## config.mk

```make
export PLATFORM = sky130hd
export DESIGN_NAME = shortest_job_first_schedule_top
export DESIGN_NICKNAME = d
export VERILOG_FILES = /design/src/sv/sjfs_pkg.sv /design/src/sv/sjfs_ctrl.sv /design/src/sv/sjfs_datapath.sv /design/src/sv/shortest_job_first_schedule_top.sv
export VERILOG_INCLUDE_DIRS = /design/src /design/src/sv
export SDC_FILE = /design/constraint.sdc
export NUM_CORES = 1
export LEC_CHECK = 0
export BUFFER_PORTS_ARGS = -buffer_cell sky130_fd_sc_hd__buf_2
export CORE_AREA = 2 2 277 279
export DETAILED_ROUTE_END_ITERATION = 10
export DIE_AREA = 0 0 279 281
export GPL_ROUTABILITY_DRIVEN = 0
export PLACE_DENSITY = 0.9
export SKIP_LAST_GASP = 1
export SLEW_MARGIN = 10
export SYNTH_ARGS = -nofsm -noshare
export SYNTH_HDL_FRONTEND = slang
export SYNTH_HIERARCHICAL = 1
export SYNTH_SLANG_ARGS = --single-unit
```

## constraint.sdc

```tcl
create_clock -name clk -period 6.65 [get_ports clk]
set_input_delay 0 -clock clk [delete_from_list [all_inputs] [get_ports clk]]
set_output_delay 0 -clock clk [all_outputs]
set_load 0.005 [all_outputs]
```

## src/sv/shortest_job_first_schedule_top_assert.svh

```systemverilog
// Assertion macros for the shortest-job-first scheduler.
// Used by the datapath; expects clk and arst_n in scope where expanded.
`ifndef SHORTEST_JOB_FIRST_SCHEDULE_TOP_ASSERT_SVH
`define SHORTEST_JOB_FIRST_SCHEDULE_TOP_ASSERT_SVH

// Consequent must hold in the same cycle as the antecedent
`define SJFS_ASSERT_SAME(label, ante, cons, msg) \
	label: assert property (@(posedge clk) disable iff (!arst_n) (ante) |-> (cons)) \
		else $error(msg);

// Consequent must hold in the cycle after the antecedent
`define SJFS_ASSERT_NEXT(label, ante, cons, msg) \
	label: assert property (@(posedge clk) disable iff (!arst_n) (ante) |=> (cons)) \
		else $error(msg);

`endif

```

## src/sv/sjfs_pkg.sv

```systemverilog
// Shared types and constants of the shortest-job-first scheduler.
// No dependencies; used by sjfs_ctrl, sjfs_datapath and the top level.
package sjfs_pkg;

	localparam int ID_W    = 16;
	localparam int BURST_W = 16;
	localparam int TIME_W  = 21;
	localparam logic [TIME_W-1:0] TIME_MAX = {TIME_W{1'b1}};

	// Controller states, one-hot
	typedef enum logic [3:0] {
		ST_LOAD  = 4'b0001,
		ST_SCAN  = 4'b0010,
		ST_FLUSH = 4'b0100,
		ST_PUT   = 4'b1000
	} state_t;

	// Commands from controller to datapath
	typedef struct packed {
		logic wr;        // accepted request: store job
		logic scan_clr;  // start a fresh minimum search
		logic rd_en;     // issue one table read of the search
		logic put;       // load the found job into the result register
	} cmd_t;

	// Status from datapath to controller
	typedef struct packed {
		logic rd_last;   // current read address is the last stored job
		logic emit_last; // next result is the final one of the batch
		logic out_free;  // result register can take a new result
	} status_t;

endpackage

```

## src/sv/sjfs_ctrl.sv

```systemverilog
// Controller state machine of the shortest-job-first scheduler.
// Depends on sjfs_pkg for the state, command and status types.
module sjfs_ctrl (
	input  logic               clk,
	input  logic               arst_n,
	input  logic               in_valid,
	input  logic               batch_end,
	output logic               in_ready,
	input  sjfs_pkg::status_t  status,
	output sjfs_pkg::cmd_t     cmd
);

	sjfs_pkg::state_t state_q, state_next;

	// Next state and commands
	always_comb begin
		state_next = state_q;
		cmd        = '0;
		in_ready   = 1'b0;
		case (state_q)
			sjfs_pkg::ST_LOAD: begin
				in_ready = 1'b1;
				cmd.wr   = in_valid;
				if (in_valid && batch_end) begin
					cmd.scan_clr = 1'b1;
					state_next   = sjfs_pkg::ST_SCAN;
				end
			end
			sjfs_pkg::ST_SCAN: begin
				cmd.rd_en = 1'b1;
				if (status.rd_last) begin
					state_next = sjfs_pkg::ST_FLUSH;
				end
			end
			sjfs_pkg::ST_FLUSH: begin
				state_next = sjfs_pkg::ST_PUT;
			end
			sjfs_pkg::ST_PUT: begin
				if (status.out_free) begin
					cmd.put = 1'b1;
					if (status.emit_last) begin
						state_next = sjfs_pkg::ST_LOAD;
					end else begin
						cmd.scan_clr = 1'b1;
						state_next   = sjfs_pkg::ST_SCAN;
					end
				end
			end
			default: begin
				state_next = sjfs_pkg::ST_LOAD;
			end
		endcase
	end

	// Hold state
	always_ff @(posedge clk or negedge arst_n) begin
		if (!arst_n) begin
			state_q <= sjfs_pkg::ST_LOAD;
		end else begin
			state_q <= state_next;
		end
	end

endmodule

```

## src/sv/sjfs_datapath.sv

```systemverilog
// Datapath of the shortest-job-first scheduler: job table, minimum search,
// time accumulator and result register. Depends on sjfs_pkg and the assert header.
`include "shortest_job_first_schedule_top_assert.svh"

module sjfs_datapath #(
	parameter int MAX_JOBS = 32
) (
	input  logic                            clk,
	input  logic                            arst_n,
	input  sjfs_pkg::cmd_t                  cmd,
	output sjfs_pkg::status_t               status,
	input  logic [sjfs_pkg::ID_W-1:0]       job_id,
	input  logic [sjfs_pkg::BURST_W-1:0]    burst_time,
	output logic                            out_valid,
	input  logic                            out_ready,
	output logic [sjfs_pkg::ID_W-1:0]       out_id,
	output logic [sjfs_pkg::BURST_W-1:0]    out_burst,
	output logic [sjfs_pkg::TIME_W-1:0]     wait_time,
	output logic [sjfs_pkg::TIME_W-1:0]     turnaround,
	output logic                            last_out,
	output logic                            dropped
);

	localparam int IW    = $clog2(MAX_JOBS);
	localparam int CW    = $clog2(MAX_JOBS + 1);
	localparam int KW    = sjfs_pkg::BURST_W + IW;
	localparam int EW    = sjfs_pkg::ID_W + sjfs_pkg::BURST_W;
	localparam int ACC_W = sjfs_pkg::BURST_W + 1 + IW;
	localparam int SUM_W = (ACC_W > sjfs_pkg::TIME_W) ? ACC_W : sjfs_pkg::TIME_W;

	// Job table, {id, burst} per entry
	logic [EW-1:0] mem [MAX_JOBS];

	logic [CW-1:0]  cnt_q;
	logic           ovf_q;
	logic           full;
	logic [IW-1:0]  rd_idx_q;
	logic [EW-1:0]  rdata_s1;
	logic [IW-1:0]  idx_s1;
	logic           vld_s1;
	logic [KW-1:0]  key_s1;
	logic           take;
	logic [KW-1:0]  best_key_q;
	logic [sjfs_pkg::ID_W-1:0] best_id_q;
	logic           best_vld_q;
	logic [KW-1:0]  prev_key_q;
	logic           have_prev_q;
	logic [CW-1:0]  emit_cnt_q;
	logic [SUM_W-1:0] acc_q;
	logic [SUM_W-1:0] acc_next;
	logic [sjfs_pkg::BURST_W-1:0] best_burst;

	function automatic logic [sjfs_pkg::TIME_W-1:0] sat_time(input logic [SUM_W-1:0] t);
		logic [sjfs_pkg::TIME_W-1:0] r;
		if (t > SUM_W'(sjfs_pkg::TIME_MAX)) begin
			r = sjfs_pkg::TIME_MAX;
		end else begin
			r = t[sjfs_pkg::TIME_W-1:0];
		end
		return r;
	endfunction

	assign full       = (cnt_q == CW'(MAX_JOBS));
	assign key_s1     = {rdata_s1[sjfs_pkg::BURST_W-1:0], idx_s1};
	assign best_burst = best_key_q[KW-1:IW];
	assign acc_next   = acc_q + SUM_W'(best_burst);

	// Take the smallest (burst, arrival) key above the one emitted last
	assign take = vld_s1 && (!have_prev_q || (key_s1 > prev_key_q)) &&
		(!best_vld_q || (key_s1 < best_key_q));

	assign status.rd_last   = ((CW'(rd_idx_q) + CW'(1)) == cnt_q);
	assign status.emit_last = ((emit_cnt_q + CW'(1)) == cnt_q);
	assign status.out_free  = !out_valid || out_ready;

	// Write table on a stored request, read one entry per search step
	always_ff @(posedge clk) begin
		if (cmd.wr && !full) begin
			mem[cnt_q[IW-1:0]] <= {job_id, burst_time};
		end
		if (cmd.rd_en) begin
			rdata_s1 <= mem[rd_idx_q];
			idx_s1   <= rd_idx_q;
		end
	end

	// Count jobs, flag overflow, clear at the end of the batch
	always_ff @(posedge clk or negedge arst_n) begin
		if (!arst_n) begin
			cnt_q <= '0;
			ovf_q <= 1'b0;
		end else if (cmd.put && status.emit_last) begin
			cnt_q <= '0;
			ovf_q <= 1'b0;
		end else if (cmd.wr) begin
			if (full) begin
				ovf_q <= 1'b1;
			end else begin
				cnt_q <= cnt_q + CW'(1);
			end
		end
	end

	// Advance the search address and track the running minimum
	always_ff @(posedge clk or negedge arst_n) begin
		if (!arst_n) begin
			rd_idx_q   <= '0;
			vld_s1     <= 1'b0;
			best_vld_q <= 1'b0;
		end else begin
			vld_s1 <= cmd.rd_en;
			if (cmd.scan_clr) begin
				rd_idx_q   <= '0;
				best_vld_q <= 1'b0;
			end else begin
				if (cmd.rd_en) begin
					rd_idx_q <= rd_idx_q + IW'(1);
				end
				if (take) begin
					best_vld_q <= 1'b1;
				end
			end
		end
	end

	always_ff @(posedge clk) begin
		if (take) begin
			best_key_q <= key_s1;
			best_id_q  <= rdata_s1[EW-1:sjfs_pkg::BURST_W];
		end
	end

	// Accumulate waiting time and remember the emitted key
	always_ff @(posedge clk or negedge arst_n) begin
		if (!arst_n) begin
			acc_q       <= '0;
			emit_cnt_q  <= '0;
			have_prev_q <= 1'b0;
			prev_key_q  <= '0;
		end else if (cmd.put) begin
			if (status.emit_last) begin
				acc_q       <= '0;
				emit_cnt_q  <= '0;
				have_prev_q <= 1'b0;
			end else begin
				acc_q       <= acc_next;
				emit_cnt_q  <= emit_cnt_q + CW'(1);
				have_prev_q <= 1'b1;
				prev_key_q  <= best_key_q;
			end
		end
	end

	// Result register: load on put, drop once taken
	always_ff @(posedge clk or negedge arst_n) begin
		if (!arst_n) begin
			out_valid <= 1'b0;
		end else if (cmd.put) begin
			out_valid <= 1'b1;
		end else if (out_ready) begin
			out_valid <= 1'b0;
		end
	end

	always_ff @(posedge clk) begin
		if (cmd.put) begin
			out_id     <= best_id_q;
			out_burst  <= best_burst;
			wait_time  <= sat_time(acc_q);
			turnaround <= sat_time(acc_next);
			last_out   <= status.emit_last;
			dropped    <= ovf_q;
		end
	end

	`SJFS_ASSERT_SAME(a_put_room, cmd.put, !out_valid || out_ready, "result register overrun")
	`SJFS_ASSERT_SAME(a_put_found, cmd.put, best_vld_q, "result issued without a found job")
	`SJFS_ASSERT_SAME(a_rd_range, cmd.rd_en, CW'(rd_idx_q) < cnt_q, "read beyond stored jobs")
	`SJFS_ASSERT_NEXT(a_full_ovf, cmd.wr && full, ovf_q, "discarded job not flagged")
	`SJFS_ASSERT_NEXT(a_batch_clr, cmd.put && status.emit_last, cnt_q == '0 && !ovf_q,
		"batch state not cleared after final result")

endmodule

```

## src/sv/shortest_job_first_schedule_top.sv

```systemverilog
// Non-preemptive shortest-job-first scheduler. Jobs (id, burst) load one per
// cycle, while in_ready is high, into a table of MAX_JOBS entries; the request
// flagged batch_end closes the batch, and jobs beyond capacity are discarded
// and flagged as dropped on every result. Results come out in ascending burst
// order, ties in arrival order, with waiting and turnaround times saturated at
// 21 bits. Each result is found by a full scan of the single-port job table:
// for a batch of n jobs, n table reads, then a flush state and an emit state,
// the emit waiting while the output is stalled; no request is taken while
// results are being found. The next batch may start loading while the final
// result still waits in the output register.
// Depends on sjfs_pkg, sjfs_ctrl and sjfs_datapath.
module shortest_job_first_schedule_top #(
	parameter int MAX_JOBS = 32
) (
	input  logic                            clk,
	input  logic                            arst_n,
	input  logic                            in_valid,
	output logic                            in_ready,
	input  logic [sjfs_pkg::ID_W-1:0]       job_id,
	input  logic [sjfs_pkg::BURST_W-1:0]    burst_time,
	input  logic                            batch_end,
	output logic                            out_valid,
	input  logic                            out_ready,
	output logic [sjfs_pkg::ID_W-1:0]       out_id,
	output logic [sjfs_pkg::BURST_W-1:0]    out_burst,
	output logic [sjfs_pkg::TIME_W-1:0]     wait_time,
	output logic [sjfs_pkg::TIME_W-1:0]     turnaround,
	output logic                            last_out,
	output logic                            dropped
);

	sjfs_pkg::cmd_t    cmd;
	sjfs_pkg::status_t status;

	// Sequence load, search and emit
	sjfs_ctrl u_ctrl (
		.clk       (clk),
		.arst_n    (arst_n),
		.in_valid  (in_valid),
		.batch_end (batch_end),
		.in_ready  (in_ready),
		.status    (status),
		.cmd       (cmd)
	);

	// Store jobs, find the next one, compute times
	sjfs_datapath #(
		.MAX_JOBS (MAX_JOBS)
	) u_datapath (
		.clk        (clk),
		.arst_n     (arst_n),
		.cmd        (cmd),
		.status     (status),
		.job_id     (job_id),
		.burst_time (burst_time),
		.out_valid  (out_valid),
		.out_ready  (out_ready),
		.out_id     (out_id),
		.out_burst  (out_burst),
		.wait_time  (wait_time),
		.turnaround (turnaround),
		.last_out   (last_out),
		.dropped    (dropped)
	);

endmodule
```

* Yosys cells after proc, flatten, opt, wreduce, memory -nomap -nowiden *
Memories as Yosys holds them, arrays and structs flattened. A register that Yosys moved wholly into a read port is not among the register bits.
Index checks and enable logic that the tools add are counted.

cells by class
  add/sub/neg operators = 5
  bitwise logic cells = 1
  equality and inequality tests = 11
  shifts and indexed selects = 0
  multipliers = 0
  reductions and logical operators = 21
  muxes and demuxes = 30
  order comparisons = 4
  div/mod/pow operators = 0

operators with widths
  operator              number
  $gt 22x21->1 const B  2
  $mux 6                4
  $add 22x16->22        1
  $mux 22               1
  $gt 21x21->1          1
  $lt 21x21->1          1
  $mux 1                17
  $pmux 4 s4            1
  $add 6x1->6 const B   2
  $eq 6x6->1            2
  $mux 4                3
  $mux 5                2
  $reduce_bool 2->1     5
  $add 5x1->6 const B   1
  $eq 6x6->1 const B    1
  $ne 2x2->1 const B    3
  $reduce_and 2->1      3
  $add 5x1->5 const B   1
  $logic_and 1x1->1     5
  $eq 4x1->1 const B    1
  $eq 4x2->1 const B    1
  $eq 4x3->1 const B    1
  $eq 4x4->1 const B    1
  $logic_not 1->1       4
  other kinds (6)       8

word-level totals
  bits in registers = 187
  bits in writable memories = 1024
  bits of input ports = 37
  bits in read-only memories = 0
  output and inout bits = 78
  latch bits = 0
  memories = 1

memory list
  name            depth  bits a word  rd ports  clocked after Yosys merged registers in  write ports  line                 RTL
  u_datapath.mem  32     32           1         1                                        1            sjfs_datapath.sv:32  logic [EW-1:0] mem [MAX_JOBS];

* Depth between registers and ports, before layout *
  depth after elaboration = 7
  mapped depth = 11

* Cells and area by module *
Netlist, hierarchy kept.

by module, submodules not included
  module         cells an instance  area an instance (um^2)  instances
  sjfs_datapath  2245               48487.8                  1
  sjfs_ctrl      24                 241.5                    1

* Least setup slack after synthesis *
Ideal clock, no wire load.

  kind = reg2reg
  start = reg u_ctrl.state_q[0]
  end = mem u_datapath/mem[19][0] in the netlist's numbering (enable)
  data required time = 6.189 ns
  cell stages (with the launch flop) = 5
  buffers on the path = 0
  setup time = 0.461 ns
  slack = 2.680 ns
  clock period less this slack = 3.970 ns
  data arrival time = 3.509 ns
  path through = dfstp_2 -> nor4b_2 -> and2_2 -> nand3_1 -> nor3_1

RTL lines
  element                 line                 RTL
  start, declared         sjfs_ctrl.sv:13      sjfs_pkg::state_t state_q, state_next;
  start signal, assigned  sjfs_ctrl.sv:58      state_q <= sjfs_pkg::ST_LOAD;
  start signal, assigned  sjfs_ctrl.sv:60      state_q <= state_next;
  end, declared           sjfs_datapath.sv:32

* Worst setup path in the final report *
  start = reg u_datapath.cnt_q[0]
  end = mem u_datapath/mem[1][11] in the netlist's numbering (enable)

between the ends
  word-level cells in the longest chain between the ends = 5

ends and longest elaborated chain
  element                       line                 RTL
  start, declared               sjfs_datapath.sv:34  logic [CW-1:0] cnt_q;
  start signal, assigned        sjfs_datapath.sv:99  cnt_q <= cnt_q + CW'(1);
  $eq 6x6->1                    sjfs_datapath.sv:63  assign full = (cnt_q == CW'(MAX_JOBS));
  $logic_not 1->1               sjfs_datapath.sv:78  if (cmd.wr && !full) begin
  $logic_and 1x1->1             sjfs_datapath.sv:78
  $mux 1                        sjfs_datapath.sv:78
  $mux 1 (not written as such)  sjfs_datapath.sv:79  mem[cnt_q[IW-1:0]] <= {job_id, burst_time};

Several ways; a longest one is shown, not always the timed one.

==> impl_metrics.tcl <==
set metrics [dict create \
    clockBufferDepth 3 \
    pin_count 115 \
    p_per_area_nw_per_um2 337 \
    drt-pass1-iter-count 7 \
    final_max_slew_viol_count 0 \
    vdd_drop_max_v 0.000269 \
    synth-edff-count 1174 \
    fp.dieArea_um2 78400 \
    root_buffer "clkbuf_16" \
    syn-instance-count 2269 \
    vias_per_cell 7.33 \
    drc_errors 0 \
    skew_ns 0.0343 \
    cts_inserted_buffers 115 \
    status "finished, final reports clean" \
    dr_total_vias 26117 \
    clkTransAtPathRegs_ns 0.06 \
    antenna_left 0 \
    rows 101 \
    final_cells 3562 \
    detail_route.wl_per_cell_um 38.0 \
    async_flop_share_pct 5.55 \
    fin_util_pct 72.4 \
    hold_class "in2async" \
    finalWirelength_um 135000 \
    clock_latency_ns 0.70 \
    synth-seq-area-share_pct 75.9 \
    start_util_pct 64.6 \
    maxCapViolCount 0 \
    dp_worst_setup_slack_ns 3.18 \
    grt_first_pass_wirelength_um 192000 \
    die_w_um 279 \
    synth_cell_types 66 \
    critical_path_class "reg2reg" \
    worst_slack_ns 2.87 \
    synth.cell_area_um2 48700 \
    port-buffer-count 114 \
    hold_viol 0 \
    ys_ff_latch 1243 \
    required_ns 6.96 \
    fin_crit_ns 3.78 \
    cts.sinks 1243 \
    synthFlopType "edfxtp_1" \
    synth_nets 2370 \
    cp_max_fo 22 \
    tns_ns 0 \
    cp-start-kind "register" \
    fp.coreArea_um2 75400 \
    slew_headroom_pct 29.4 \
    drt_iter0_markers 3891 \
    end_kind "register" \
    cts_resized 0 \
    grt_antenna_before_repair 7 \
    period_share_pct 56.8 \
    tightest_slew_ns 1.06 \
    max_freq_ghz 0.265 \
    grt_pass1_vias 26410 \
    track_usage_pct 35.4 \
    layout-drive-gt1-share_pct 28.8 \
    htree_num_levels 3 \
    placed_cells 3308 \
    setup_viol 0 \
    synthToLayoutAreaGrowth_pct 12.0 \
    avgSynthCellArea_um2 21.5 \
    dieHeight_um 281 \
    grt_setup_unrepaired "no" \
    nets 2585 \
    grt_max_degree 126 \
    cts_setup_buffers 0 \
    whs_ns 0.0588 \
    hpwl_um 65100 \
    arrival_ns 4.09 \
    grt_overflow 0 \
    synth_warnings 6 \
    power.leakage_nw 17.4 \
    cts_tree "yes" \
]
[critical path, stage by stage, from the launching register on]
cell and delay, ns:
dfrtp_1 0.49, inv_1 0.17, ha_1 0.27, nand2b_1 0.31, nor4b_1 0.15, nand2b_1 0.29, nor4_1 0.51, and2_2 0.63
buf_4 0.57
[synthesized netlist by cell type, types with 3 or more instances]
| master | count | share of area [%] |
|---|---|---|
| edfxtp_1 | 1174 | 72 |
| mux4_2 | 320 | 15 |
| nand2_1 | 77 | 0.59 |
| dfrtp_1 | 68 | 3.5 |
| nor2_1 | 66 | 0.51 |
| ha_1 | 63 | 1.6 |
| clkbuf_1 | 52 | 0.40 |
| inv_1 | 52 | 0.40 |
| mux2_2 | 32 | 0.74 |
| o21ai_1 | 27 | 0.28 |
| a21oi_1 | 26 | 0.27 |
| or2_2 | 22 | 0.28 |
| o21ai_0 | 21 | 0.22 |
| nand3_1 | 20 | 0.21 |
| nand2b_1 | 19 | 0.24 |
| xor2_1 | 19 | 0.34 |
| buf_2 | 17 | 0.17 |
| xnor2_1 | 16 | 0.29 |
| buf_6 | 15 | 0.35 |
| nor3_1 | 15 | 0.15 |
| o2bb2ai_1 | 14 | 0.25 |
| a211oi_1 | 13 | 0.20 |
| nand4_1 | 11 | 0.14 |
| a21o_1 | 9 | 0.14 |
| buf_1 | 9 | 0.069 |
| and2_1 | 7 | 0.090 |
| buf_4 | 7 | 0.11 |
| o211ai_1 | 6 | 0.092 |
| o31ai_1 | 6 | 0.092 |
| nor2b_1 | 5 | 0.064 |
| and3_1 | 4 | 0.051 |
| o41ai_1 | 4 | 0.072 |
| or3_1 | 4 | 0.051 |
| or4_1 | 4 | 0.062 |
| a31oi_1 | 3 | 0.039 |
| nor4_1 | 3 | 0.039 |
| o21a_1 | 3 | 0.046 |
[where the power goes]
group	switching (mW)	internal, mW
Sequential	0.247	8.91
Clock	2.92	3.48
Combinational	1.54	1.32
Total	4.70	13.7
[sequential cells by signal, indices dropped and copies added (netlist names)]
signal,cells
u_datapath/ovf_q,1
u_datapath/best_vld_q,1
u_datapath/turnaround,21
u_datapath/out_burst,16
u_datapath/out_id,16
u_datapath/idx_s1,5
u_datapath/rdata_s1,32
u_datapath/best_key_q,21
u_datapath/best_id_q,16
u_datapath/emit_cnt_q,6
u_datapath/prev_key_q,21
u_datapath/wait_time,21
u_ctrl/state_q,4
u_datapath/acc_q,22
u_datapath/rd_idx_q,5
u_datapath/last_out,1
u_datapath/mem,1024
u_datapath/vld_s1,1
u_datapath/dropped,1
u_datapath/out_valid,1
u_datapath/cnt_q,6
u_datapath/have_prev_q,1
[area by class of cell]
cell class                 count  area [µm²]
clock inverter                72         588
antenna                        4        10.0
clock buffer                 141        3000
tap                          978        1220
inverter                      54         205
timing repair buffer         198        1330
sequential                  1243       37000
fill                        3804       20900
multi-input combinational    872       11200
[cells by family (layout without fill, tap and decap cells)]
| group | after synthesis | after routing | synth area share, % |
|---|---|---|---|
| AO/OA/AOI/OAI | 149 | 149 | 2.00 |
| adder cells (fa/ha/maj) | 64 | 64 | 1.66 |
| AND/OR/NAND/NOR | 269 | 269 | 2.72 |
| buffers and inverters | 154 | 465 | 1.51 |
| flip-flops | 1243 | 1243 | 75.9 |
| XOR/XNOR | 35 | 35 | 0.629 |
| multiplexers | 355 | 355 | 15.6 |
| other | 0 | 4 | 0 |
[path summary, 6_finish.rpt]
check | from | end | slack (ns) | cells past startpoint
worst max-delay path | u_datapath/cnt_q[0] | u_datapath/mem[1][11] | 2.87 | 8
worst min-delay path | arst_n | u_datapath/acc_q[6] | 0.06 | 3
worst max register to register | u_datapath/cnt_q[0] | u_datapath/mem[1][11] | 2.87 | 8
worst min register to register | u_datapath/rdata_s1[28] | u_datapath/best_id_q[12] | 0.42 | 0
max in group asynchronous | arst_n | u_datapath/rd_idx_q[1] | 5.81 | 3
min in group clk | out_ready | u_datapath/out_valid | 0.23 | 4
[per-layer routing]
| metal | vias to the layer above | share of wire [%] | global-route usage (%) | wire length [µm] |
|---|---|---|---|---|
| li1 | 9806 | - | - | - |
| met1 | 13356 | 32 | 45.2 | 42800 |
| met2 | 2394 | 49 | 57.8 | 67000 |
| met3 | 555 | 12 | 7.42 | 16500 |
| met4 | 6 | 6.8 | 19.8 | 9140 |
| met5 | - | 0.030 | 0 | 41 |
[layout by cell type (no fill, tap or decap), types with 38 or more instances in the layout]
master	instances
edfxtp_1	1174
mux4_2	320
clkbuf_16	116
buf_2	114
nand2_1	77
dfrtp_1	63
ha_1	63
inv_1	51
buf_4	44
nor2_1	38
[metrics by stage]
stage,power (mW),area [µm²]
2_1_floorplan,11.2,48700
6_report,18.4,54600
5_1_grt,18.8,54600
3_5_place_dp,11.9,50600
4_1_cts,18.4,54600
3_3_place_gp,11.7,50600
[timing repair]
item	4_1_cts	5_1_grt
setup endpoints to repair	0	0
hold buffers	37	0
endpoints found under the hold margin	1103	0
Note: power is estimated with default switching activity, not from simulation.
